<file path="src/sv/fpsd_pkg.sv">
// Shared types and constants for the fixed-point signed divider.
package fpsd_pkg;

  localparam int unsigned DATA_W = 32;

  // Control bits that ride along with each request through the cell chain.
  typedef struct packed {
    logic valid;
    logic neg;
    logic zero;
  } cell_ctl_t;

endpackage

</file>
<file path="src/sv/fpsd_cell.sv">
// One restoring-division cell: brings down one dividend bit and forms one quotient bit.
module fpsd_cell #(
  parameter int unsigned NUM_W = 48
) (
  input  logic                          clk,
  input  logic                          rst,
  input  logic                          en,
  input  fpsd_pkg::cell_ctl_t           ctl_in,
  input  logic [fpsd_pkg::DATA_W-1:0]   rem_in,
  input  logic [NUM_W-1:0]              num_in,
  input  logic [fpsd_pkg::DATA_W-1:0]   quot_in,
  input  logic [fpsd_pkg::DATA_W-1:0]   div_in,
  output fpsd_pkg::cell_ctl_t           ctl_out,
  output logic [fpsd_pkg::DATA_W-1:0]   rem_out,
  output logic [NUM_W-1:0]              num_out,
  output logic [fpsd_pkg::DATA_W-1:0]   quot_out,
  output logic [fpsd_pkg::DATA_W-1:0]   div_out
);

  localparam int unsigned W = fpsd_pkg::DATA_W;

  logic [W:0]   shifted;
  logic [W+1:0] diff;
  logic         q_bit;
  logic [W-1:0] rem_next;

  always_comb begin
    shifted  = {rem_in, num_in[NUM_W-1]};
    diff     = {1'b0, shifted} - {2'b00, div_in};
    q_bit    = ~diff[W+1];
    // Remainder stays below the divisor, so 32 bits hold it either way.
    rem_next = q_bit ? diff[W-1:0] : shifted[W-1:0];
  end

  always_ff @(posedge clk) begin
    if (rst) begin
      ctl_out.valid <= 1'b0;
    end else if (en) begin
      ctl_out.valid <= ctl_in.valid;
    end
    if (en) begin
      ctl_out.neg  <= ctl_in.neg;
      ctl_out.zero <= ctl_in.zero;
      rem_out      <= rem_next;
      num_out      <= {num_in[NUM_W-2:0], 1'b0};
      quot_out     <= {quot_in[W-2:0], q_bit};
      div_out      <= div_in;
    end
  end

endmodule

</file>
<file path="config.mk">
export PLATFORM = sky130hd
export DESIGN_NAME = fpsd_cell
export DESIGN_NICKNAME = d
export VERILOG_FILES = /design/src/sv/fpsd_pkg.sv /design/src/sv/fpsd_cell.sv
export SDC_FILE = /design/constraint.sdc
export NUM_CORES = 1
export LEC_CHECK = 0
export ABC_AREA = 1
export CAP_MARGIN = 20
export CORE_UTILIZATION = 40
export DETAILED_ROUTE_END_ITERATION = 10
export DONT_BUFFER_PORTS = 1
export PLACE_DENSITY = 0.58
export SLEW_MARGIN = 20
export SYNTH_ARGS = -nofsm -noshare
export SYNTH_HDL_FRONTEND = slang
export SYNTH_SLANG_ARGS = --single-unit
</file>
<file path="constraint.sdc">
create_clock -name clk -period 1.68 [get_ports clk]
set_input_delay 0.168 -clock clk [delete_from_list [all_inputs] [get_ports clk]]
set_output_delay 0.168 -clock clk [all_outputs]
set_load 0.01 [all_outputs]
</file>
; ---- Word level (Yosys, flattened, before mapping)
; Cells that the tools add are included.
; W data, S select, Z words.
[classes]
n_addsub = 1
n_bitwise = 1
mux = 1
[op_table]
columns = cell, n
row1 = $sub A33 B32 Y34, 1
row2 = $mux W32, 1
row3 = $not A1 Y1, 1
[totals]
wordCells = 10
regBits = 146

; ---- Depth between registers and ports, before layout
; Gate-level depths: netlist (run 1).
[depth]
ltp_word = 2
depth_mapped = 15

; ---- Worst setup path after synthesis (run 1)
; No wires, ideal clock.
[synth_path]
path_type = input to register
startpoint = in num_in[47]
endpoint = reg rem_out[28] in the netlist's numbering (data pin)
path_stages = 14
slack_ns = -0.157
n_path_buf = 0
required_time_ns = 1.428
arrival_time_ns = 1.585
path_cell_list = inv_1 -> ha_1 -> inv_1 -> fa_1 -> nand3_1 -> nand3_1 -> nand2_1 -> nand2_1 -> nand2_1 -> nand2_1 -> nand2_1 -> nand3_1 -> nand3_2 -> nand2_1
[synth_via]
elab_chain_len = 2
[synth_rtl]
columns = item, line_no
row1 = from (decl), fpsd_cell.sv:10  ; input logic [NUM_W-1:0] num_in,
row2 = $sub A33 B32 Y34, fpsd_cell.sv:29  ; diff = {1'b0, shifted} - {2'b00, div_in};
row3 = $mux W32, fpsd_cell.sv:32  ; rem_next = q_bit ? diff[W-1:0] : shifted[W-1:0];
row4 = via rem_next[28], fpsd_cell.sv:25  ; logic [W-1:0] rem_next;
row5 = to (signal assigned), fpsd_cell.sv:44  ; rem_out <= rem_next;
row6 = to (decl), fpsd_cell.sv:14  ; output logic [fpsd_pkg::DATA_W-1:0] rem_out,
; The timed path passes the listed nets, and every way through them passes these cells.
; A chain may end at the register's enable or synchronous reset.

; ---- Final worst setup path (run 1)
[layout_path]
startpoint = in div_in[13] in the netlist's numbering
endpoint = reg rem_out[20] in the netlist's numbering (data pin)
[layout_via]
elab_chain_len = 2
[layout_rtl]
columns = item, line_no
row1 = from (decl), fpsd_cell.sv:12  ; input logic [fpsd_pkg::DATA_W-1:0] div_in,
row2 = $sub A33 B32 Y34, fpsd_cell.sv:29
row3 = $mux W32, fpsd_cell.sv:32
row4 = via rem_next[20], fpsd_cell.sv:25
; The timed path passes the listed nets, and every way through them passes these cells.

==> results of run 1 <==
[Yosys cell counts, types with 4 or more instances]
| master | count | area share |
|---|---|---|
| nor2_1 | 41 | 0.020 |
| ha_1 | 32 | 0.053 |
| nand3_1 | 58 | 0.039 |
| nand4_1 | 7 | 0.0058 |
| xor2_1 | 15 | 0.017 |
| nand2_2 | 4 | 0.0033 |
| nand2_1 | 264 | 0.13 |
| inv_1 | 142 | 0.071 |
| buf_2 | 5 | 0.0033 |
| nand3b_1 | 5 | 0.0050 |
| a21oi_1 | 18 | 0.012 |
| nand3_2 | 14 | 0.019 |
| edfxtp_1 | 145 | 0.58 |
| and2_1 | 10 | 0.0083 |
[metrics by stage]
stage	setup TNS, ps	instance area, sq um
global placement	-9130	8640
global route	-4.22	10700
CTS	0	10700
detailed placement	-9140	8640
finish	0	10700
floorplan	-11.5	7720
[layer usage]
layer,share of wire,up-vias,wire length [um]
met5,0,-,0
met4,0.028,0,613
met3,0.057,36,1240
met2,0.51,206,11100
met1,0.40,2716,8650
li1,-,3031,-
[how the worst max path moves through the flow]
stage	to	depth (start not counted)
after global routing	rem_out[29]	12
after CTS	rem_out[29]	12
after detailed placement	rem_out[29]	12
final	rem_out[20]	11
after floorplan	rem_out[28]	14
after global placement	rem_out[27]	12
[flip-flops by register name (all words and copies together) (netlist names)]
name and flops:
quot_out 32, div_out 32, num_out 47, rem_out 32, ctl_out 3
[layout make-up]
type / instances / share of cell area
inverter: 145 / 0.0524
clock inverter: 14 / 0.0136
tap: 229 / 0.0269
timing repair buffer: 236 / 0.204
clock buffer: 17 / 0.0399
multi-input combinational: 488 / 0.254
sequential: 146 / 0.410
[layout by cell type, fill, tap and decap left out, types with 7 or more instances in the layout]
cell and count:
a21oi_1 18, xor2_1 15, buf_4 88, and2_1 10, nand4_1 7, nand3_1 56
ha_1 21, nand3_2 16, nand2_1 260, inv_1 138, nand2_2 7, ha_4 11
dlygate4sd3_1 145, edfxtp_1 145, clkbuf_16 17, nor2_1 38
[power by group]
group | internal (mW) | switching, mW | total [mW]
clock network | 2.08 | 1.63 | 3.71
registers | 4.44 | 0.337 | 4.78
logic | 0.871 | 0.876 | 1.75
total | 7.39 | 2.85 | 10.2
[cells by family (layout without fill, tap and decap cells)]
group	after synthesis	in the layout	synth area share
and+or+nand+nor	415	415	0.245
buffers and inverters	155	412	0.0832
AOI/OAI and AO/OA	23	23	0.0168
adders and majority gates	33	33	0.0558
xor gates and xnor gates	15	15	0.0174
muxes	1	1	0.00133
DFF	146	146	0.580
other	1	1	0.000498
[timing repair]
item	in CTS	in global routing
endpoints found under the hold margin	289	145
endpoints found under the setup margin	0	10
gates resized for setup	0	3
==> run summary, run 1 <==
status = finished, violations left
violated checks = DRC, hold timing
worst-case clock buffer depth = 2
synthesized cell area = 0.00754 sq mm
Peak supply drop = 0.686 mV
FF-to-FF setup slack = 480 ps
global-route wire length before repair = 33700 um
Yosys warning total = 0
clock transition at the registers of the reported paths = 70 ps
Post-synth EDFFs = 145
synthesis-stage register bit count = 146
PwrDens = 960 mW/mm^2
Clock Skew = 0 ps
CP required = 1860 ps
Placed Cells = 1099
Crit Path Max Fanout = 4
crit path cell chain = inv_1 > ha_1 > nand2_1 > nor2_1 > inv_1 > nor2_1 > nand4_1 > nand3_1 > nand2_1 > nand3_2 > nand2_1
Setup WS pre-CTS = -333 ps
Via Count = 5989
worst setup path start = div_in[13]
initial core utilization = 0.414
Worst Setup Slack, final = 142 ps
# DRC = 25
Hold Path Class = in2reg
Post-Syn Instances = 789
DRT Pass-1 Iters = 11
Max Slew Vio Count = 0
crit-path most repeated cell = nand2_1
crit end category = flop
Worst Path Buf+Inv = 2
FF+latch area = 0.00437 sq mm
Final Wtd Congestion = 0.880
worst path arrival time = 1720 ps
CP peak stage delay = 360 ps
fmax = 650 MHz
post-layout util = 0.586
# clock sinks = 146
worst hold slack = -144 ps
Die Height = 139 um
min-delay src = en
antenna violations before repair = 0
fin crit share = 0.915
Post-CTS Setup Inserts = 0
hold depth = 0
area delta synth->final = 41.6%
crit path time final = 1540 ps
top_reg_cell synth = edfxtp_1
endpoints failing setup = 0
syn avg cell area = 9.55 sq um
fraction of layout cells with a size suffix above 1 = 0.169
R2R Path Start = ctl_out[2]
I/O pins = 297
clk root buf = clkbuf_16
Antenna diodes = 0
met3 GRT Util = 0.0544
R2R cell count = 3
Synth Net Count = 972
final hold vios = 44
Netlist cell types = 33
largest net degree at the start of global routing = 147
Die ar. = 0.0194 sq mm
multi-input combinational cell area = 0.00271 sq mm
total power = 10.2 mW
critical path class = in2reg
die width = 139 um
hpwl dp = 15200 um
TritonCTS clock tree = done
worst skew pair latency = 420 ps
DRT Wirelength = 21600 um
met1 Track Usage GR = 0.268
DR iter-0 viols = 373
routed wire length per instance = 17.0 um
Top Usage Layer GRT = met2
Rows = 49
H-tree Lvls = 4
Routed Antenna Nets = 0
Slowest cell on crit path = ha_1
number of fillers in the final layout = 1585
sequential share of the synthesized area = 0.580
grt met2 use = 0.407
core area = 0.0182 sq mm
cts bufs inserted = 17
GR Overflow Total = 0
final non-filler cell total = 1275
Layout Nets = 1217
Critical Path Source Type = input pin
hold endpoint = div_out[29]
vias per cell = 4.70
MaxCap Viol Count = 0
leakage = 4.90 nW
Reg-to-Reg End = ctl_out[2]
hold buffers post-CTS = 145
critical path's top delay family = simple AND/OR/NAND/NOR gates
vias in the first global route = 6138
overall routing resource usage = 0.229
Buffers on Ports = 0
Async SR Flop Fraction = 0
No activity file was read; power rests on OpenSTA's default activity.
==> inputs of run 2 (changes only) <==
Settings changed: ABC_AREA 1 to 0, CORE_ASPECT_RATIO from default to 2.
==> run summary, run 2 <==
final hold vios = 145 (was 44)
Die Height = 185 um (was 139 um)
H-tree Lvls = 4 (unchanged)
status = finished, violations left (unchanged)
Peak supply drop = 0.692 mV (was 0.686 mV)
TritonCTS clock tree = done (unchanged)
Area contributors post-synth = edfxtp_1 (65%), ha_1 (6.0%), mux2_1 (4.4%) (was edfxtp_1 (58%), nand2_1 (13%), inv_1 (7.1%))
clock share of power = 0.348 (was 0.363)
MaxCap Viol Count = 0 (unchanged)
setup TNS = -16270 ps (was 0 ps)
Worst Setup Slack, final = -669 ps (was 142 ps)
worst skew pair latency = 420 ps (about the same)
antenna violations before repair = 0 (unchanged)
number of fillers in the final layout = 1228 (was 1585)
worst path arrival time = 2520 ps (was 1720 ps)
met3 wire len = 1370 um (was 1240 um)
initial core utilization = 0.410 (was 0.414)
Netlist cell types = 60 (was 33)
routed wire length per instance = 22.0 um (was 17.0 um)
crit path cell chain = clkinv_16 > ha_4 > inv_2 > fa_2 > a211oi_2 > o211a_1 > o31ai_4 > a221o_1 > buf_4 > buf_4 > a21oi_4 > xnor2_1 > mux2_1 (was inv_1 > ha_1 > nand2_1 > nor2_1 > inv_1 > nor2_1 > nand4_1 > nand3_1 > nand2_1 > nand3_2 > nand2_1)
Slew HR = 0.633
met1 WL = 6630 um (was 8650 um)
GR Overflow Total = 0 (unchanged)
Hold Path Class = in2reg (unchanged)
fmax = 426 MHz (was 650 MHz)
violated checks = hold timing, setup timing (was DRC, hold timing)
worst-case clock buffer depth = 2 (unchanged)
worst hold slack = -143 ps (was -144 ps)
sequential share of the synthesized area = 0.652 (was 0.580)
Int Pwr = 7.83 mW (was 7.39 mW)
top routing layer in use = met4 (unchanged)
syn avg cell area = 14.3 sq um (was 9.55 sq um)
Async SR Flop Fraction = 0 (unchanged)
worst slew pin tran = 544 ps
crit path time final = 2350 ps (was 1540 ps)
hpwl dp = 14200 um (was 15200 um)
commonest cells in the synthesized netlist = edfxtp_1 (145), inv_1 (40), ha_1 (32) (was nand2_1 (264), edfxtp_1 (145), inv_1 (142))
FF+latch area = 0.00437 sq mm (unchanged)
vias per cell = 5.29 (was 4.70)
Max Slew Vio Count = 0 (unchanged)
largest net degree at the start of global routing = 147 (unchanged)
Post-Syn Instances = 469 (was 789)
DR WL met2 = 12300 um (was 11100 um)
crit end category = flop (unchanged)
Rows = 66 (was 49)
DRT Wirelength = 21100 um (was 21600 um)
overall routing resource usage = 0.227 (was 0.229)
max reg flops = 47 (unchanged)
endpoints failing setup = 33 (was 0)
top_reg_cell synth = edfxtp_1 (unchanged)
Setup WS pre-CTS = -1120 ps (was -333 ps)
Biggest register = num_out (unchanged)
RSZ-0062 raised after global routing = true
CP peak stage delay = 360 ps (about the same)
global-route wire length before repair = 28500 um (was 33700 um)
leakage = 4.18 nW (was 4.90 nW)
commonest cells after routing, fill and taps aside = edfxtp_1 (145), dlygate4sd3_1 (145), buf_4 (100) (was nand2_1 (260), edfxtp_1 (145), dlygate4sd3_1 (145))
# DRC = 0 (was 25)
most common cell in the netlist = edfxtp_1 (was nand2_1)
clk root buf = clkbuf_16 (unchanged)
Yosys warning total = 0 (unchanged)
Synth Net Count = 652 (was 972)
DRT Pass-1 Iters = 4 (was 11)
multi-input combinational cell area = 0.00261 sq mm (was 0.00271 sq mm)
Die ar. = 0.0173 sq mm (was 0.0194 sq mm)
total power = 10.5 mW (was 10.2 mW)
area delta synth->final = 55.8% (was 41.6%)
Via Count = 5069 (was 5989)
sequential share of power = 0.460 (was 0.467)
Layout Nets = 925 (was 1217)
Clock Skew = 0 ps (unchanged)
power share of the combinational group = 0.193 (was 0.171)
fraction of layout cells with a size suffix above 1 = 0.309 (was 0.169)
Routed Antenna Nets = 0 (unchanged)
net switching power figure = 2.65 mW (was 2.85 mW)
Slowest cell on crit path = a221o_1 (was ha_1)
clock transition at the registers of the reported paths = 60 ps (was 70 ps)
Design Area, Final = 0.0105 sq mm (was 0.0107 sq mm)
Crit Path Max Fanout = 2 (was 4)
critical path class = in2reg (unchanged)
crit-path most repeated cell = buf_4 (was nand2_1)
Buffers on Ports = 0 (unchanged)
vias in the first global route = 5290 (was 6138)
area leader, netlist = edfxtp_1 (unchanged)
switching part of the total power = 0.253 (was 0.278)
placed instance area = 0.00772 sq mm (was 0.00864 sq mm)
hold buffers post-CTS = 145 (unchanged)
Post-synth EDFFs = 145 (unchanged)
PwrDens = 1000 mW/mm^2 (was 960 mW/mm^2)
synthesized cell area = 0.00671 sq mm (was 0.00754 sq mm)
# clock sinks = 146 (unchanged)
Final Wtd Congestion = 0.844 (was 0.880)
top-area cell type share of the netlist area = 0.649 (was 0.578)
Antenna diodes = 0 (unchanged)
I/O pins = 297 (unchanged)
CP required = 1850 ps (was 1860 ps)
die width = 93.6 um (was 139 um)
core area = 0.0164 sq mm (was 0.0182 sq mm)
Critical Path Source Type = input pin (unchanged)
fin crit share = 1.40 (was 0.915)
DR iter-0 viols = 233 (was 373)
cts bufs inserted = 17 (unchanged)
synthesis-stage register bit count = 146 (unchanged)
## run 2: changes by cell type after synthesis, sizes merged, moves of 9 or more
cell,previous run,this run
a21o,0,9
a21oi,19,28
and3,1,10
inv,145,40
mux2,0,28
nand2,270,26
nand3,72,5
nor2,45,16
o21ai,1,15
xnor2,0,15
## run 2: cell type report
cell class | instances | area share
well taps | 204 | 0.0244
clock inverters | 13 | 0.0129
flip-flops and latches | 146 | 0.418
inverters | 40 | 0.0178
repair buffers | 262 | 0.235
clock buffers | 19 | 0.0414
multi-input cells | 275 | 0.250
## run 2: power groups by stage
| stage | Combinational [mW] | Clock [mW] | Sequential (mW) |
|---|---|---|---|
| 2_1_floorplan | 0.815 | 0 | 4.80 |
| 3_3_place_gp | 1.26 | 0 | 4.88 |
| 3_5_place_dp | 1.28 | 0 | 4.89 |
| 4_1_cts | 1.65 | 3.70 | 4.82 |
| 5_1_grt | 2.17 | 3.84 | 4.84 |
| 6_report | 2.02 | 3.64 | 4.82 |
## run 2: worst max-delay path, delay by kind of cell
family	cells	cell delay, ps
adder cells (fa/ha/maj)	2	470
multiplexers	1	290
AO/OA/AOI/OAI	5	1120
XOR/XNOR	1	90
buffers and inverters	4	370
## run 2: timing repair
action | CTS | global route
endpoints found under the hold margin | 289 | 145
setup endpoints to repair | 33 | 33
setup buffers | 4 | 18
pin swaps | 6 | 10
cloned | 1 | 2
resized for setup | 15 | 92
## run 2: logic make-up after synthesis
family                     after synthesis  synth area share
AOI/OAI and AO/OA                       99             0.106
xor gates and xnor gates                24            0.0313
adders and majority gates               33            0.0627
buffers and inverters                   48            0.0306
DFF                                    146             0.652
muxes                                   33            0.0550
other                                    1          0.000559
and+or+nand+nor                         85            0.0615
## run 2: path summary, 6_finish.rpt
kind	from	end	slack (ps)	cells past startpoint
max	num_in[47]	rem_out[18]	-670	13
min	en	quot_out[10]	-140	0
min reg2reg	ctl_out[2]	ctl_out[2]	1120	3
max reg2reg	ctl_out[2]	ctl_out[2]	500	3
## run 2: metal layers
metal | track usage | vias to the layer above
met5 | 0 | -
met4 | 0.121 | 0
met3 | 0.0554 | 49
met2 | 0.451 | 249
met1 | 0.202 | 2449
li1 | - | 2322
## run 2: through the flow
step | utilization | hold slack (ps) | cells
finish | 0.639 | -143 | 959
global route | 0.639 | -156 | 959
CTS | 0.603 | -149 | 942
detailed placement | 0.472 | 247 | 760
global placement | 0.472 | 243 | 760
floorplan | - | 240 | 469
